==> config.mk <==
export PLATFORM = sky130hd
export DESIGN_NAME = sweep_free_run_coalescer_top
export DESIGN_NICKNAME = d
export VERILOG_FILES = /design/src/design/swfc_pkg.sv /design/src/design/swfc_front.sv /design/src/design/swfc_queue.sv /design/src/design/swfc_back.sv /design/src/design/sweep_free_run_coalescer_top.sv
export SDC_FILE = /design/constraint.sdc
export NUM_CORES = 2
export LEC_CHECK = 0
export BUFFER_PORTS_ARGS = -buffer_cell sky130_fd_sc_hd__buf_2
export CORE_MARGIN = 5
export CORE_UTILIZATION = 25
export DETAILED_ROUTE_END_ITERATION = 8
export GPL_TIMING_DRIVEN = 0
export PLACE_DENSITY = 0.49
export SETUP_SLACK_MARGIN = 0.3
export SYNTH_ARGS = -nofsm -noshare
export SYNTH_HDL_FRONTEND = slang
export SYNTH_HIERARCHICAL = 1
export SYNTH_SLANG_ARGS = --single-unit
==> constraint.sdc <==
create_clock -name clk -period 10.3 [get_ports clk]
set_clock_uncertainty 0.15 [all_clocks]
set_input_delay 2.06 -clock clk [delete_from_list [all_inputs] [get_ports clk]]
set_output_delay 2.06 -clock clk [all_outputs]
set_load 0.05 [all_outputs]
==> src/design/swfc_pkg.sv <==
// Shared codes, types and fixed constants of the sweep free-run coalescer.
// No dependencies; every other design file refers to it by scoped names.
`default_nettype none

package swfc_pkg;

    // Result kinds on the output channel
    localparam logic [1:0] KIND_FREE    = 2'd0;
    localparam logic [1:0] KIND_SUMMARY = 2'd1;
    localparam logic [1:0] KIND_WHOLE   = 2'd2;

    // Page-end action carried in a queue entry
    localparam logic [1:0] FIN_NONE    = 2'd0;
    localparam logic [1:0] FIN_SUMMARY = 2'd1;
    localparam logic [1:0] FIN_WHOLE   = 2'd2;

    // Configuration register indexes
    localparam int         CFG_INDEX_BITS   = 3;
    localparam logic [2:0] REG_PAGE_START   = 3'd0;
    localparam logic [2:0] REG_EXEC_PAGE    = 3'd1;
    localparam logic [2:0] REG_RELEASE_EN   = 3'd2;
    localparam logic [2:0] REG_OS_PAGE_LOG2 = 3'd3;
    localparam logic [2:0] REG_FREE_HEADER  = 3'd4;

    localparam logic [4:0] OS_PAGE_LOG2_RESET = 5'd12;
    localparam logic [7:0] FREE_HEADER_RESET  = 8'd32;

    // Queue between front and back
    localparam int QUEUE_DEPTH    = 4;
    localparam int QUEUE_PTR_BITS = $clog2(QUEUE_DEPTH);
    localparam int QUEUE_CNT_BITS = $clog2(QUEUE_DEPTH + 1);

    typedef struct packed {
        logic       exec_page;
        logic       release_en;
        logic [4:0] os_page_log2;
        logic [7:0] header_bytes;
    } cfg_t;

    // What one accepted item asks the back part to emit
    typedef struct packed {
        logic       blk;
        logic [1:0] fin;
    } ctl_t;

endpackage

`default_nettype wire

==> src/design/swfc_front.sv <==
// Front part: configuration registers, address cursor, run tracking and
// item classification into queue entries. Depends on swfc_pkg.
`default_nettype none

module swfc_front #(
    parameter int ADDR_BITS = 48,
    parameter int SIZE_BITS = 32
) (
    input  wire                                    clk,
    input  wire                                    rst_n,
    input  wire                                    cfg_valid,
    output logic                                   cfg_ready,
    input  wire  [swfc_pkg::CFG_INDEX_BITS-1:0]    cfg_index,
    input  wire  [ADDR_BITS-1:0]                   cfg_data,
    input  wire                                    item_valid,
    output logic                                   item_ready,
    input  wire  [SIZE_BITS-1:0]                   object_bytes,
    input  wire                                    marked,
    input  wire                                    page_last,
    output swfc_pkg::cfg_t                         cfg,
    input  wire                                    q_ready,
    output logic                                   q_push,
    output swfc_pkg::ctl_t                         ent_ctl,
    output logic [ADDR_BITS-1:0]                   ent_start,
    output logic [ADDR_BITS-1:0]                   ent_end,
    output logic [SIZE_BITS-1:0]                   ent_live
);

    localparam int MW = (ADDR_BITS > SIZE_BITS) ? ADDR_BITS : SIZE_BITS;

    logic [ADDR_BITS-1:0] page_start_reg;
    logic [ADDR_BITS-1:0] cursor_reg;
    logic [ADDR_BITS-1:0] cursor_next;
    logic [ADDR_BITS-1:0] run_start_reg;
    logic [ADDR_BITS-1:0] run_start_after;
    logic                 run_open_reg;
    logic [SIZE_BITS-1:0] live_reg;
    logic [SIZE_BITS-1:0] live_next;
    logic [SIZE_BITS:0]   live_sum;
    logic [MW-1:0]        addr_sum;
    swfc_pkg::cfg_t       cfg_reg;
    logic                 cfg_fire;
    logic                 item_fire;

    assign cfg_ready  = 1'b1;
    assign cfg_fire   = cfg_valid && cfg_ready;
    assign item_ready = q_ready;
    assign item_fire  = item_valid && item_ready;
    assign cfg        = cfg_reg;

    // Advance the cursor and the saturating live total
    always_comb
    begin
        addr_sum    = MW'(cursor_reg) + MW'(object_bytes);
        cursor_next = addr_sum[ADDR_BITS-1:0];
        live_sum    = {1'b0, live_reg} + {1'b0, object_bytes};
        if (!marked)
        begin
            live_next = live_reg;
        end
        else if (live_sum[SIZE_BITS])
        begin
            live_next = '1;
        end
        else
        begin
            live_next = live_sum[SIZE_BITS-1:0];
        end
        run_start_after = (!marked && !run_open_reg) ? cursor_reg : run_start_reg;
    end

    // Classify the item: closed run, page-end block, summary or wholly free
    always_comb
    begin
        ent_ctl.blk = marked && run_open_reg;
        ent_ctl.fin = swfc_pkg::FIN_NONE;
        ent_start   = run_start_reg;
        ent_end     = cursor_reg;
        ent_live    = live_next;
        if (page_last)
        begin
            if (!marked && run_start_after == page_start_reg)
            begin
                ent_ctl.fin = swfc_pkg::FIN_WHOLE;
                ent_start   = run_start_after;
                ent_end     = cursor_next;
            end
            else if (!marked)
            begin
                ent_ctl.blk = 1'b1;
                ent_ctl.fin = swfc_pkg::FIN_SUMMARY;
                ent_start   = run_start_after;
                ent_end     = cursor_next;
            end
            else
            begin
                ent_ctl.fin = swfc_pkg::FIN_SUMMARY;
            end
        end
        q_push = item_fire && (ent_ctl.blk || ent_ctl.fin != swfc_pkg::FIN_NONE);
    end

    // Hold configuration and page state
    always_ff @(posedge clk or negedge rst_n)
    begin
        if (!rst_n)
        begin
            page_start_reg       <= '0;
            cfg_reg.exec_page    <= 1'b0;
            cfg_reg.release_en   <= 1'b0;
            cfg_reg.os_page_log2 <= swfc_pkg::OS_PAGE_LOG2_RESET;
            cfg_reg.header_bytes <= swfc_pkg::FREE_HEADER_RESET;
            cursor_reg           <= '0;
            run_start_reg        <= '0;
            run_open_reg         <= 1'b0;
            live_reg             <= '0;
        end
        else if (cfg_fire)
        begin
            unique case (cfg_index)
                swfc_pkg::REG_PAGE_START:
                begin
                    page_start_reg <= cfg_data;
                    cursor_reg     <= cfg_data;
                    run_start_reg  <= '0;
                    run_open_reg   <= 1'b0;
                    live_reg       <= '0;
                end
                swfc_pkg::REG_EXEC_PAGE:    cfg_reg.exec_page    <= cfg_data[0];
                swfc_pkg::REG_RELEASE_EN:   cfg_reg.release_en   <= cfg_data[0];
                swfc_pkg::REG_OS_PAGE_LOG2: cfg_reg.os_page_log2 <= cfg_data[4:0];
                swfc_pkg::REG_FREE_HEADER:  cfg_reg.header_bytes <= cfg_data[7:0];
                default:
                begin
                end
            endcase
        end
        else if (item_fire)
        begin
            if (page_last)
            begin
                cursor_reg    <= page_start_reg;
                run_start_reg <= '0;
                run_open_reg  <= 1'b0;
                live_reg      <= '0;
            end
            else
            begin
                cursor_reg    <= cursor_next;
                run_start_reg <= run_start_after;
                run_open_reg  <= !marked;
                live_reg      <= live_next;
            end
        end
    end

    a_page_end_restart: assert property (@(posedge clk) disable iff (!rst_n)
        item_fire && page_last |=>
            cursor_reg == page_start_reg && !run_open_reg && live_reg == '0)
        else $error("page state not restarted after page end");

endmodule

`default_nettype wire

==> src/design/swfc_queue.sv <==
// Short register queue between front and back parts.
// Depends on swfc_pkg for depth and pointer widths.
`default_nettype none

module swfc_queue #(
    parameter int WIDTH = 131
) (
    input  wire              clk,
    input  wire              rst_n,
    input  wire              push,
    input  wire  [WIDTH-1:0] push_data,
    output logic             ready,
    input  wire              pop,
    output logic             valid,
    output logic [WIDTH-1:0] head
);

    logic [WIDTH-1:0]                    mem_reg [swfc_pkg::QUEUE_DEPTH];
    logic [swfc_pkg::QUEUE_PTR_BITS-1:0] wr_ptr_reg;
    logic [swfc_pkg::QUEUE_PTR_BITS-1:0] rd_ptr_reg;
    logic [swfc_pkg::QUEUE_CNT_BITS-1:0] count_reg;
    logic [swfc_pkg::QUEUE_CNT_BITS-1:0] count_next;

    assign ready = count_reg != swfc_pkg::QUEUE_CNT_BITS'(swfc_pkg::QUEUE_DEPTH);
    assign valid = count_reg != '0;
    assign head  = mem_reg[rd_ptr_reg];

    always_comb
    begin
        unique case ({push, pop})
            2'b10:   count_next = count_reg + 1'b1;
            2'b01:   count_next = count_reg - 1'b1;
            default: count_next = count_reg;
        endcase
    end

    // Advance pointers and occupancy
    always_ff @(posedge clk or negedge rst_n)
    begin
        if (!rst_n)
        begin
            wr_ptr_reg <= '0;
            rd_ptr_reg <= '0;
            count_reg  <= '0;
        end
        else
        begin
            if (push)
            begin
                wr_ptr_reg <= wr_ptr_reg + 1'b1;
            end
            if (pop)
            begin
                rd_ptr_reg <= rd_ptr_reg + 1'b1;
            end
            count_reg <= count_next;
        end
    end

    // Store entries
    always_ff @(posedge clk)
    begin
        if (push)
        begin
            mem_reg[wr_ptr_reg] <= push_data;
        end
    end

    a_no_overrun: assert property (@(posedge clk) disable iff (!rst_n)
        push && !pop |-> count_reg != swfc_pkg::QUEUE_CNT_BITS'(swfc_pkg::QUEUE_DEPTH))
        else $error("queue written while full");

endmodule

`default_nettype wire

==> src/design/swfc_back.sv <==
// Back part: expands queue entries into results, computes lengths and the
// OS-page-aligned release range over two stages, holds the output register.
// Depends on swfc_pkg.
`default_nettype none

module swfc_back #(
    parameter int ADDR_BITS = 48,
    parameter int SIZE_BITS = 32
) (
    input  wire                  clk,
    input  wire                  rst_n,
    input  wire  swfc_pkg::cfg_t cfg,
    input  wire                  q_valid,
    input  wire  swfc_pkg::ctl_t q_ctl,
    input  wire  [ADDR_BITS-1:0] q_start,
    input  wire  [ADDR_BITS-1:0] q_end,
    input  wire  [SIZE_BITS-1:0] q_live,
    output logic                 q_pop,
    output logic                 result_valid,
    input  wire                  result_ready,
    output logic [1:0]           kind,
    output logic [ADDR_BITS-1:0] block_start,
    output logic [SIZE_BITS-1:0] block_bytes,
    output logic                 fill_break,
    output logic [ADDR_BITS-1:0] release_start,
    output logic [SIZE_BITS-1:0] release_bytes,
    output logic [SIZE_BITS-1:0] live_bytes,
    output logic                 last
);

    localparam int MW = (ADDR_BITS > SIZE_BITS) ? ADDR_BITS : SIZE_BITS;

    function automatic logic [SIZE_BITS-1:0] sat_len(input logic [ADDR_BITS-1:0] v);
        logic [MW-1:0] w;
        w = MW'(v);
        return ((w >> SIZE_BITS) != '0) ? '1 : w[SIZE_BITS-1:0];
    endfunction

    // Issue
    logic                 phase_reg;
    logic                 first_op;
    logic                 op_final;
    logic                 issue;
    logic [1:0]           op_kind;
    logic [ADDR_BITS-1:0] op_start;
    logic [ADDR_BITS-1:0] op_end;
    logic [SIZE_BITS-1:0] op_live;

    // Stage 1
    logic                 s1_valid_reg;
    logic                 s1_ready;
    logic [1:0]           s1_kind_reg;
    logic [ADDR_BITS-1:0] s1_start_reg;
    logic [ADDR_BITS-1:0] s1_end_reg;
    logic [SIZE_BITS-1:0] s1_live_reg;
    logic                 s1_last_reg;
    logic [ADDR_BITS:0]   s1_a_reg;
    logic [ADDR_BITS-1:0] s1_len_reg;
    logic                 s1_ge_reg;
    logic                 s1_rel_reg;

    // Stage 2
    logic                 s2_valid_reg;
    logic                 s2_ready;
    logic [1:0]           s2_kind_reg;
    logic [ADDR_BITS-1:0] s2_start_reg;
    logic [SIZE_BITS-1:0] s2_len_reg;
    logic [SIZE_BITS-1:0] s2_live_reg;
    logic                 s2_last_reg;
    logic                 s2_fill_reg;
    logic                 s2_chk_reg;
    logic [ADDR_BITS:0]   s2_up_reg;
    logic [ADDR_BITS-1:0] s2_down_reg;
    logic [31:0]          pg_mask;

    // Output register
    logic                 out_valid_reg;
    logic                 out_ready;
    logic [1:0]           out_kind_reg;
    logic [ADDR_BITS-1:0] out_start_reg;
    logic [SIZE_BITS-1:0] out_bytes_reg;
    logic                 out_fill_reg;
    logic [ADDR_BITS-1:0] out_rstart_reg;
    logic [SIZE_BITS-1:0] out_rbytes_reg;
    logic [SIZE_BITS-1:0] out_live_reg;
    logic                 out_last_reg;
    logic [ADDR_BITS:0]   diff;
    logic                 rel_ok;

    assign out_ready = !out_valid_reg || result_ready;
    assign s2_ready  = !s2_valid_reg || out_ready;
    assign s1_ready  = !s1_valid_reg || s2_ready;
    assign pg_mask   = (32'd1 << cfg.os_page_log2) - 32'd1;

    // Pick the next result of the head entry: free block first, then page end
    always_comb
    begin
        first_op = q_ctl.blk && !phase_reg;
        op_final = !(first_op && q_ctl.fin != swfc_pkg::FIN_NONE);
        if (first_op)
        begin
            op_kind = swfc_pkg::KIND_FREE;
        end
        else if (q_ctl.fin == swfc_pkg::FIN_WHOLE)
        begin
            op_kind = swfc_pkg::KIND_WHOLE;
        end
        else
        begin
            op_kind = swfc_pkg::KIND_SUMMARY;
        end
        if (op_kind == swfc_pkg::KIND_SUMMARY)
        begin
            op_start = '0;
            op_end   = '0;
            op_live  = q_live;
        end
        else
        begin
            op_start = q_start;
            op_end   = q_end;
            op_live  = '0;
        end
        issue = q_valid && s1_ready;
        q_pop = issue && op_final;
    end

    // Stage 1: header offset, raw length, wrap check
    always_ff @(posedge clk or negedge rst_n)
    begin
        if (!rst_n)
        begin
            phase_reg    <= 1'b0;
            s1_valid_reg <= 1'b0;
        end
        else
        begin
            if (issue)
            begin
                phase_reg <= !op_final;
            end
            if (s1_ready)
            begin
                s1_valid_reg <= issue;
            end
        end
    end

    always_ff @(posedge clk)
    begin
        if (issue)
        begin
            s1_kind_reg  <= op_kind;
            s1_start_reg <= op_start;
            s1_end_reg   <= op_end;
            s1_live_reg  <= op_live;
            s1_last_reg  <= op_kind != swfc_pkg::KIND_FREE;
            s1_a_reg     <= {1'b0, op_start} + (ADDR_BITS+1)'(cfg.header_bytes);
            s1_len_reg   <= op_end - op_start;
            s1_ge_reg    <= op_end >= op_start;
            s1_rel_reg   <= !cfg.exec_page && cfg.release_en
                            && op_kind == swfc_pkg::KIND_FREE;
        end
    end

    // Stage 2: align release bounds to the OS page, saturate length
    always_ff @(posedge clk or negedge rst_n)
    begin
        if (!rst_n)
        begin
            s2_valid_reg <= 1'b0;
        end
        else if (s2_ready)
        begin
            s2_valid_reg <= s1_valid_reg;
        end
    end

    always_ff @(posedge clk)
    begin
        if (s1_valid_reg && s2_ready)
        begin
            s2_kind_reg  <= s1_kind_reg;
            s2_start_reg <= s1_start_reg;
            s2_len_reg   <= sat_len(s1_len_reg);
            s2_live_reg  <= s1_live_reg;
            s2_last_reg  <= s1_last_reg;
            s2_fill_reg  <= cfg.exec_page && s1_kind_reg == swfc_pkg::KIND_FREE;
            s2_chk_reg   <= s1_rel_reg && s1_ge_reg && !s1_a_reg[ADDR_BITS];
            s2_up_reg    <= (s1_a_reg + (ADDR_BITS+1)'(pg_mask))
                            & ~((ADDR_BITS+1)'(pg_mask));
            s2_down_reg  <= s1_end_reg & ~(ADDR_BITS'(pg_mask));
        end
    end

    // Output stage: release range only when aligned start lies below aligned end
    always_comb
    begin
        diff   = {1'b0, s2_down_reg} - {1'b0, s2_up_reg[ADDR_BITS-1:0]};
        rel_ok = s2_chk_reg && !s2_up_reg[ADDR_BITS] && !diff[ADDR_BITS]
                 && diff[ADDR_BITS-1:0] != '0;
    end

    always_ff @(posedge clk or negedge rst_n)
    begin
        if (!rst_n)
        begin
            out_valid_reg <= 1'b0;
        end
        else if (out_ready)
        begin
            out_valid_reg <= s2_valid_reg;
        end
    end

    always_ff @(posedge clk)
    begin
        if (s2_valid_reg && out_ready)
        begin
            out_kind_reg   <= s2_kind_reg;
            out_start_reg  <= s2_start_reg;
            out_bytes_reg  <= s2_len_reg;
            out_fill_reg   <= s2_fill_reg;
            out_rstart_reg <= rel_ok ? s2_up_reg[ADDR_BITS-1:0] : '0;
            out_rbytes_reg <= rel_ok ? sat_len(diff[ADDR_BITS-1:0]) : '0;
            out_live_reg   <= s2_live_reg;
            out_last_reg   <= s2_last_reg;
        end
    end

    assign result_valid  = out_valid_reg;
    assign kind          = out_kind_reg;
    assign block_start   = out_start_reg;
    assign block_bytes   = out_bytes_reg;
    assign fill_break    = out_fill_reg;
    assign release_start = out_rstart_reg;
    assign release_bytes = out_rbytes_reg;
    assign live_bytes    = out_live_reg;
    assign last          = out_last_reg;

    a_last_matches_kind: assert property (@(posedge clk) disable iff (!rst_n)
        result_valid |-> (last == (kind != swfc_pkg::KIND_FREE)))
        else $error("page-end flag disagrees with result kind");

    a_release_in_block: assert property (@(posedge clk) disable iff (!rst_n)
        result_valid && release_bytes != '0 |->
            kind == swfc_pkg::KIND_FREE && !fill_break && release_start >= block_start)
        else $error("release range outside a releasable free block");

endmodule

`default_nettype wire

==> src/design/sweep_free_run_coalescer_top.sv <==
// Top level of the sweep free-run coalescer: front classifier, entry queue
// and back result pipeline. Depends on swfc_pkg, swfc_front, swfc_queue, swfc_back.
//
//  Channel  Handshake                  Payload
//  cfg      cfg_valid / cfg_ready      cfg_index, cfg_data
//  item     item_valid / item_ready    object_bytes, marked, page_last
//  result   result_valid / result_ready kind, block_start, block_bytes, fill_break,
//                                      release_start, release_bytes, live_bytes, last
//
// One item is accepted per cycle while the four-entry queue has room; an
// item yields zero, one or two requests on the result channel, one per cycle while result_ready allows.
// A result passes from the queue through the issue, align and output registers.
// An item yielding two results holds the queue head until both have been issued.
// Reset is asynchronous; configuration takes effect at once and a page_start
// write restarts the page. Result stalls back up through the queue to item_ready.
`default_nettype none

module sweep_free_run_coalescer_top #(
    parameter int ADDR_BITS = 48,
    parameter int SIZE_BITS = 32
) (
    input  wire                                 clk,
    input  wire                                 rst_n,
    input  wire                                 cfg_valid,
    output logic                                cfg_ready,
    input  wire  [swfc_pkg::CFG_INDEX_BITS-1:0] cfg_index,
    input  wire  [ADDR_BITS-1:0]                cfg_data,
    input  wire                                 item_valid,
    output logic                                item_ready,
    input  wire  [SIZE_BITS-1:0]                object_bytes,
    input  wire                                 marked,
    input  wire                                 page_last,
    output logic                                result_valid,
    input  wire                                 result_ready,
    output logic [1:0]                          kind,
    output logic [ADDR_BITS-1:0]                block_start,
    output logic [SIZE_BITS-1:0]                block_bytes,
    output logic                                fill_break,
    output logic [ADDR_BITS-1:0]                release_start,
    output logic [SIZE_BITS-1:0]                release_bytes,
    output logic [SIZE_BITS-1:0]                live_bytes,
    output logic                                last
);

    localparam int CTL_W = $bits(swfc_pkg::ctl_t);
    localparam int ENT_W = CTL_W + 2 * ADDR_BITS + SIZE_BITS;

    swfc_pkg::cfg_t       cfg;
    swfc_pkg::ctl_t       ent_ctl;
    swfc_pkg::ctl_t       q_ctl;
    logic [ADDR_BITS-1:0] ent_start;
    logic [ADDR_BITS-1:0] ent_end;
    logic [SIZE_BITS-1:0] ent_live;
    logic [ADDR_BITS-1:0] q_start;
    logic [ADDR_BITS-1:0] q_end;
    logic [SIZE_BITS-1:0] q_live;
    logic                 q_push;
    logic                 q_ready;
    logic                 q_pop;
    logic                 q_valid;
    logic [ENT_W-1:0]     q_head;

    swfc_front #(
        .ADDR_BITS(ADDR_BITS),
        .SIZE_BITS(SIZE_BITS)
    ) u_front (
        .clk          (clk),
        .rst_n        (rst_n),
        .cfg_valid    (cfg_valid),
        .cfg_ready    (cfg_ready),
        .cfg_index    (cfg_index),
        .cfg_data     (cfg_data),
        .item_valid   (item_valid),
        .item_ready   (item_ready),
        .object_bytes (object_bytes),
        .marked       (marked),
        .page_last    (page_last),
        .cfg          (cfg),
        .q_ready      (q_ready),
        .q_push       (q_push),
        .ent_ctl      (ent_ctl),
        .ent_start    (ent_start),
        .ent_end      (ent_end),
        .ent_live     (ent_live)
    );

    swfc_queue #(
        .WIDTH(ENT_W)
    ) u_queue (
        .clk       (clk),
        .rst_n     (rst_n),
        .push      (q_push),
        .push_data ({ent_ctl, ent_start, ent_end, ent_live}),
        .ready     (q_ready),
        .pop       (q_pop),
        .valid     (q_valid),
        .head      (q_head)
    );

    // Unpack the head entry
    assign {q_ctl, q_start, q_end, q_live} = q_head;

    swfc_back #(
        .ADDR_BITS(ADDR_BITS),
        .SIZE_BITS(SIZE_BITS)
    ) u_back (
        .clk           (clk),
        .rst_n         (rst_n),
        .cfg           (cfg),
        .q_valid       (q_valid),
        .q_ctl         (q_ctl),
        .q_start       (q_start),
        .q_end         (q_end),
        .q_live        (q_live),
        .q_pop         (q_pop),
        .result_valid  (result_valid),
        .result_ready  (result_ready),
        .kind          (kind),
        .block_start   (block_start),
        .block_bytes   (block_bytes),
        .fill_break    (fill_break),
        .release_start (release_start),
        .release_bytes (release_bytes),
        .live_bytes    (live_bytes),
        .last          (last)
    );

endmodule

`default_nettype wire

==> results.sh <==
export IMPL_final_max_slew_viol_count=0
export IMPL_end_kind="flop"
export IMPL_place_ws_ns=0.378
export IMPL_fmaxAchievable_mhz=105
export IMPL_area_growth_syn_to_layout_pct=17.1
export IMPL_crit_fanout=10
export IMPL_yosysWarnings=6
export IMPL_dp_hpwl_mm=167
export IMPL_max_stage_delay_ns=0.68
export IMPL_grt_overflow=0
export IMPL_synth_avg_cell_area_um2=13.0
export IMPL_clkSlewWorstSetupHoldPaths_ns=0.06
export IMPL_grt_max_degree=118
export IMPL_globalplace_congestion=0.877
export IMPL_critPathSlowestCell="or4_1"
export IMPL_clock_sinks=1367
export IMPL_synth_nets=5354
export IMPL_drt_iter0_drc=3718
export IMPL_die_x_um=523
export IMPL_ir_drop_mv=0.194
export IMPL_fin_crit_ns=9.51
export IMPL_grt_pass1_wl_mm=308
export IMPL_largest_register_ffs=524
export IMPL_crit_chain="buf_6 > buf_4 > mux4_2 > nand2b_1 > nand2_4 > clkbuf_1 > clkbuf_1 > clkbuf_2 > clkbuf_1 > and2_1 > ha_1 > inv_1 > fa_1 > nor2b_1 > o21ai_0 > a21boi_1 > o21ai_0 > a21boi_1 > o21a_1 > o21ai_1 > or4_1 > or4b_1 > nor4_1"
export IMPL_wire_per_inst_um=23.5
export IMPL_post_cts_buffers=0
export IMPL_syn_area_mm2=0.0658
export IMPL_cts_hold_buf=0
export IMPL_ys_seq_area_frac=0.608
export IMPL_power_leakage_uw=0.0288
export IMPL_tightest_slew_ns=1.14
export IMPL_die_h_um=523
export IMPL_track_usage=0.153
export IMPL_drv_cap=0
export IMPL_ys_flop_type="edfxtp_1"
export IMPL_initial_core_util=0.251
export IMPL_whs_ns=0.263
export IMPL_finalSetupViolCount=0
export IMPL_ctsResizeCount=0
export IMPL_fin_util=0.294
export IMPL_num_vias=43500
export IMPL_grt_pass1_vias=43100
export IMPL_h_tree_depth=4
export IMPL_wl_mm=215
export IMPL_clock_path_buffers=3
export IMPL_critPathKind="flop to flop"
export IMPL_hold_path_class="flop to flop"
export IMPL_drc=0
export IMPL_ys_types=103
export IMPL_crit_buf_inv=7
export IMPL_crit_top_cell="clkbuf_1"
export IMPL_antenna_left=0
export IMPL_power_per_cell_area_mw_per_mm2=359
export IMPL_drive_above_1_share=0.171
export IMPL_dieArea_mm2=0.274
export IMPL_start_kind="flop"
export IMPL_fp_coreArea_mm2=0.262
export IMPL_async_flop_share=0.149
export IMPL_first_pass_iters=6
export IMPL_port_buffers=285
export IMPL_fin_nets=5812
export IMPL_status="finished, final reports clean"
export IMPL_cp_arrival_ns=9.85
export IMPL_period_share=0.924
export IMPL_cts_root_buf="clkbuf_16"
export IMPL_required_ns=10.63
export IMPL_ioPinCount=289
export IMPL_vias_per_cell=4.76
export IMPL_ys_seq_elements=1367
export IMPL_final_setup_tns_ns=0
export IMPL_rsz0062_at_grt="no"
export IMPL_cts_tree="done"
export IMPL_synth_edff_count=1164
export IMPL_path_delay_family="simple AND/OR/NAND/NOR gates"
export IMPL_clock_latency_ns=0.78
export IMPL_relSlewSlack=0.237
export IMPL_antenna_found_initial=39
export IMPL_hold_viol=0
export IMPL_synthCells=5048
export IMPL_fin_ws_ns=0.786
export IMPL_p_total_uw=27700
export IMPL_row_count=188
export IMPL_cts_buffers=147
metal layers:
metal | vias to the layer above | GRT usage | wire length (um)
met4 | 28 | 0.0413 | 6130
met5 | - | 0 | 165
li1 | 20000 | - | -
met3 | 295 | 0.0280 | 13400
met2 | 1411 | 0.233 | 93500
met1 | 21800 | 0.225 | 102000
stage by stage:
stage | std cells | instance area (um^2)
2_1_floorplan | 5048 | 65800
3_5_place_dp | 8872 | 72300
3_3_place_gp | 8848 | 71600
4_1_cts | 9142 | 77000
6_report | 9153 | 77100
5_1_grt | 9142 | 77000
cells in the final DEF, fill, tap and decap left out, types with 65 or more instances in the layout:
master / Yosys / routed
clkbuf_16: 0 / 151
nor2_1: 289 / 289
inv_1: 218 / 217
buf_2: 42 / 326
mux4_2: 131 / 131
and2_1: 81 / 76
nand4_1: 65 / 65
nand3_1: 78 / 78
dfrtp_1: 200 / 200
a21o_1: 119 / 119
xnor2_1: 140 / 140
ha_1: 209 / 209
edfxtp_1: 1164 / 1164
and3_1: 74 / 74
o21ai_0: 198 / 198
xor2_1: 129 / 129
nand2_1: 459 / 459
a21oi_1: 290 / 290
clkbuf_1: 157 / 181
a22o_1: 65 / 65
where the power goes:
part | total [uW] | leakage, uW | switching, uW | internal (uW)
combinational | 13200 | 0.0129 | 8740 | 4450
clock | 5230 | 0.00230 | 2270 | 2970
sequential | 9260 | 0.0136 | 787 | 8480
total | 27700 | 0.0288 | 11800 | 15900
worst paths after layout:
check                                         from                      end  slack [ns]  cells past startpoint
max                          u_queue/rd_ptr_reg[0]      u_back/s1_a_reg[48]        0.79                     23
min                        u_back/s1_start_reg[41]  u_back/s2_start_reg[41]        0.26                      0
max reg2reg                  u_queue/rd_ptr_reg[0]      u_back/s1_a_reg[48]        0.79                     23
min reg2reg                u_back/s1_start_reg[41]  u_back/s2_start_reg[41]        0.26                      0
max in group asynchronous                    rst_n           u_front/cfg[5]        8.07                      2
min in group asynchronous                    rst_n     u_queue/count_reg[2]        1.06                      1
Yosys cell counts, types with 45 or more instances:
master / number / area (um^2)
edfxtp_1: 1164 / 35000
nand2_1: 459 / 1720
a21oi_1: 290 / 1450
nor2_1: 289 / 1080
inv_1: 218 / 818
ha_1: 209 / 2620
dfrtp_1: 200 / 5000
o21ai_0: 198 / 991
clkbuf_1: 157 / 589
xnor2_1: 140 / 1230
mux4_2: 131 / 2950
xor2_1: 129 / 1130
a21o_1: 119 / 893
and2_1: 81 / 507
nand3_1: 78 / 390
and3_1: 74 / 463
a22o_1: 65 / 569
nand4_1: 65 / 407
mux2_2: 64 / 721
mux2i_1: 64 / 641
nor3_1: 62 / 310
a211oi_2: 49 / 613
or2_2: 45 / 282
kinds of logic after synthesis:
| group | share of synthesized area |
|---|---|
| buf+inv | 0.0299 |
| compound gates | 0.119 |
| flops | 0.608 |
| other cells | 0.000114 |
| xor+xnor | 0.0358 |
| mux | 0.0655 |
| fa+ha+maj | 0.0419 |
| simple gates | 0.0990 |
worst register-to-register path, stage by stage (launching register included):
cell      delay (ns)
dfrtp_1         0.34
buf_6           0.20
buf_4           0.37
mux4_2          0.56
nand2b_1        0.55
nand2_4         0.44
clkbuf_1        0.57
clkbuf_1        0.63
clkbuf_2        0.48
clkbuf_1        0.59
and2_1          0.32
ha_1            0.19
inv_1           0.05
fa_1            0.39
nor2b_1         0.12
o21ai_0         0.12
a21boi_1        0.20
o21ai_0         0.12
a21boi_1        0.22
o21a_1          0.36
o21ai_1         0.30
or4_1           0.68
or4b_1          0.64
nor4_1          0.62
cell type report:
| class | instances | area (um^2) |
|---|---|---|
| Fill cell | 26700 | 185000 |
| Sequential cell | 1367 | 40000 |
| Multi-Input combinational cell | 3220 | 23800 |
| Tap cell | 3515 | 4400 |
| Clock buffer | 183 | 3970 |
| Timing Repair Buffer | 309 | 2040 |
| Buffer | 242 | 1150 |
| Inverter | 219 | 830 |
| Clock inverter | 87 | 782 |
| Antenna cell | 11 | 27.5 |
Note: power is estimated with default switching activity, not from simulation.
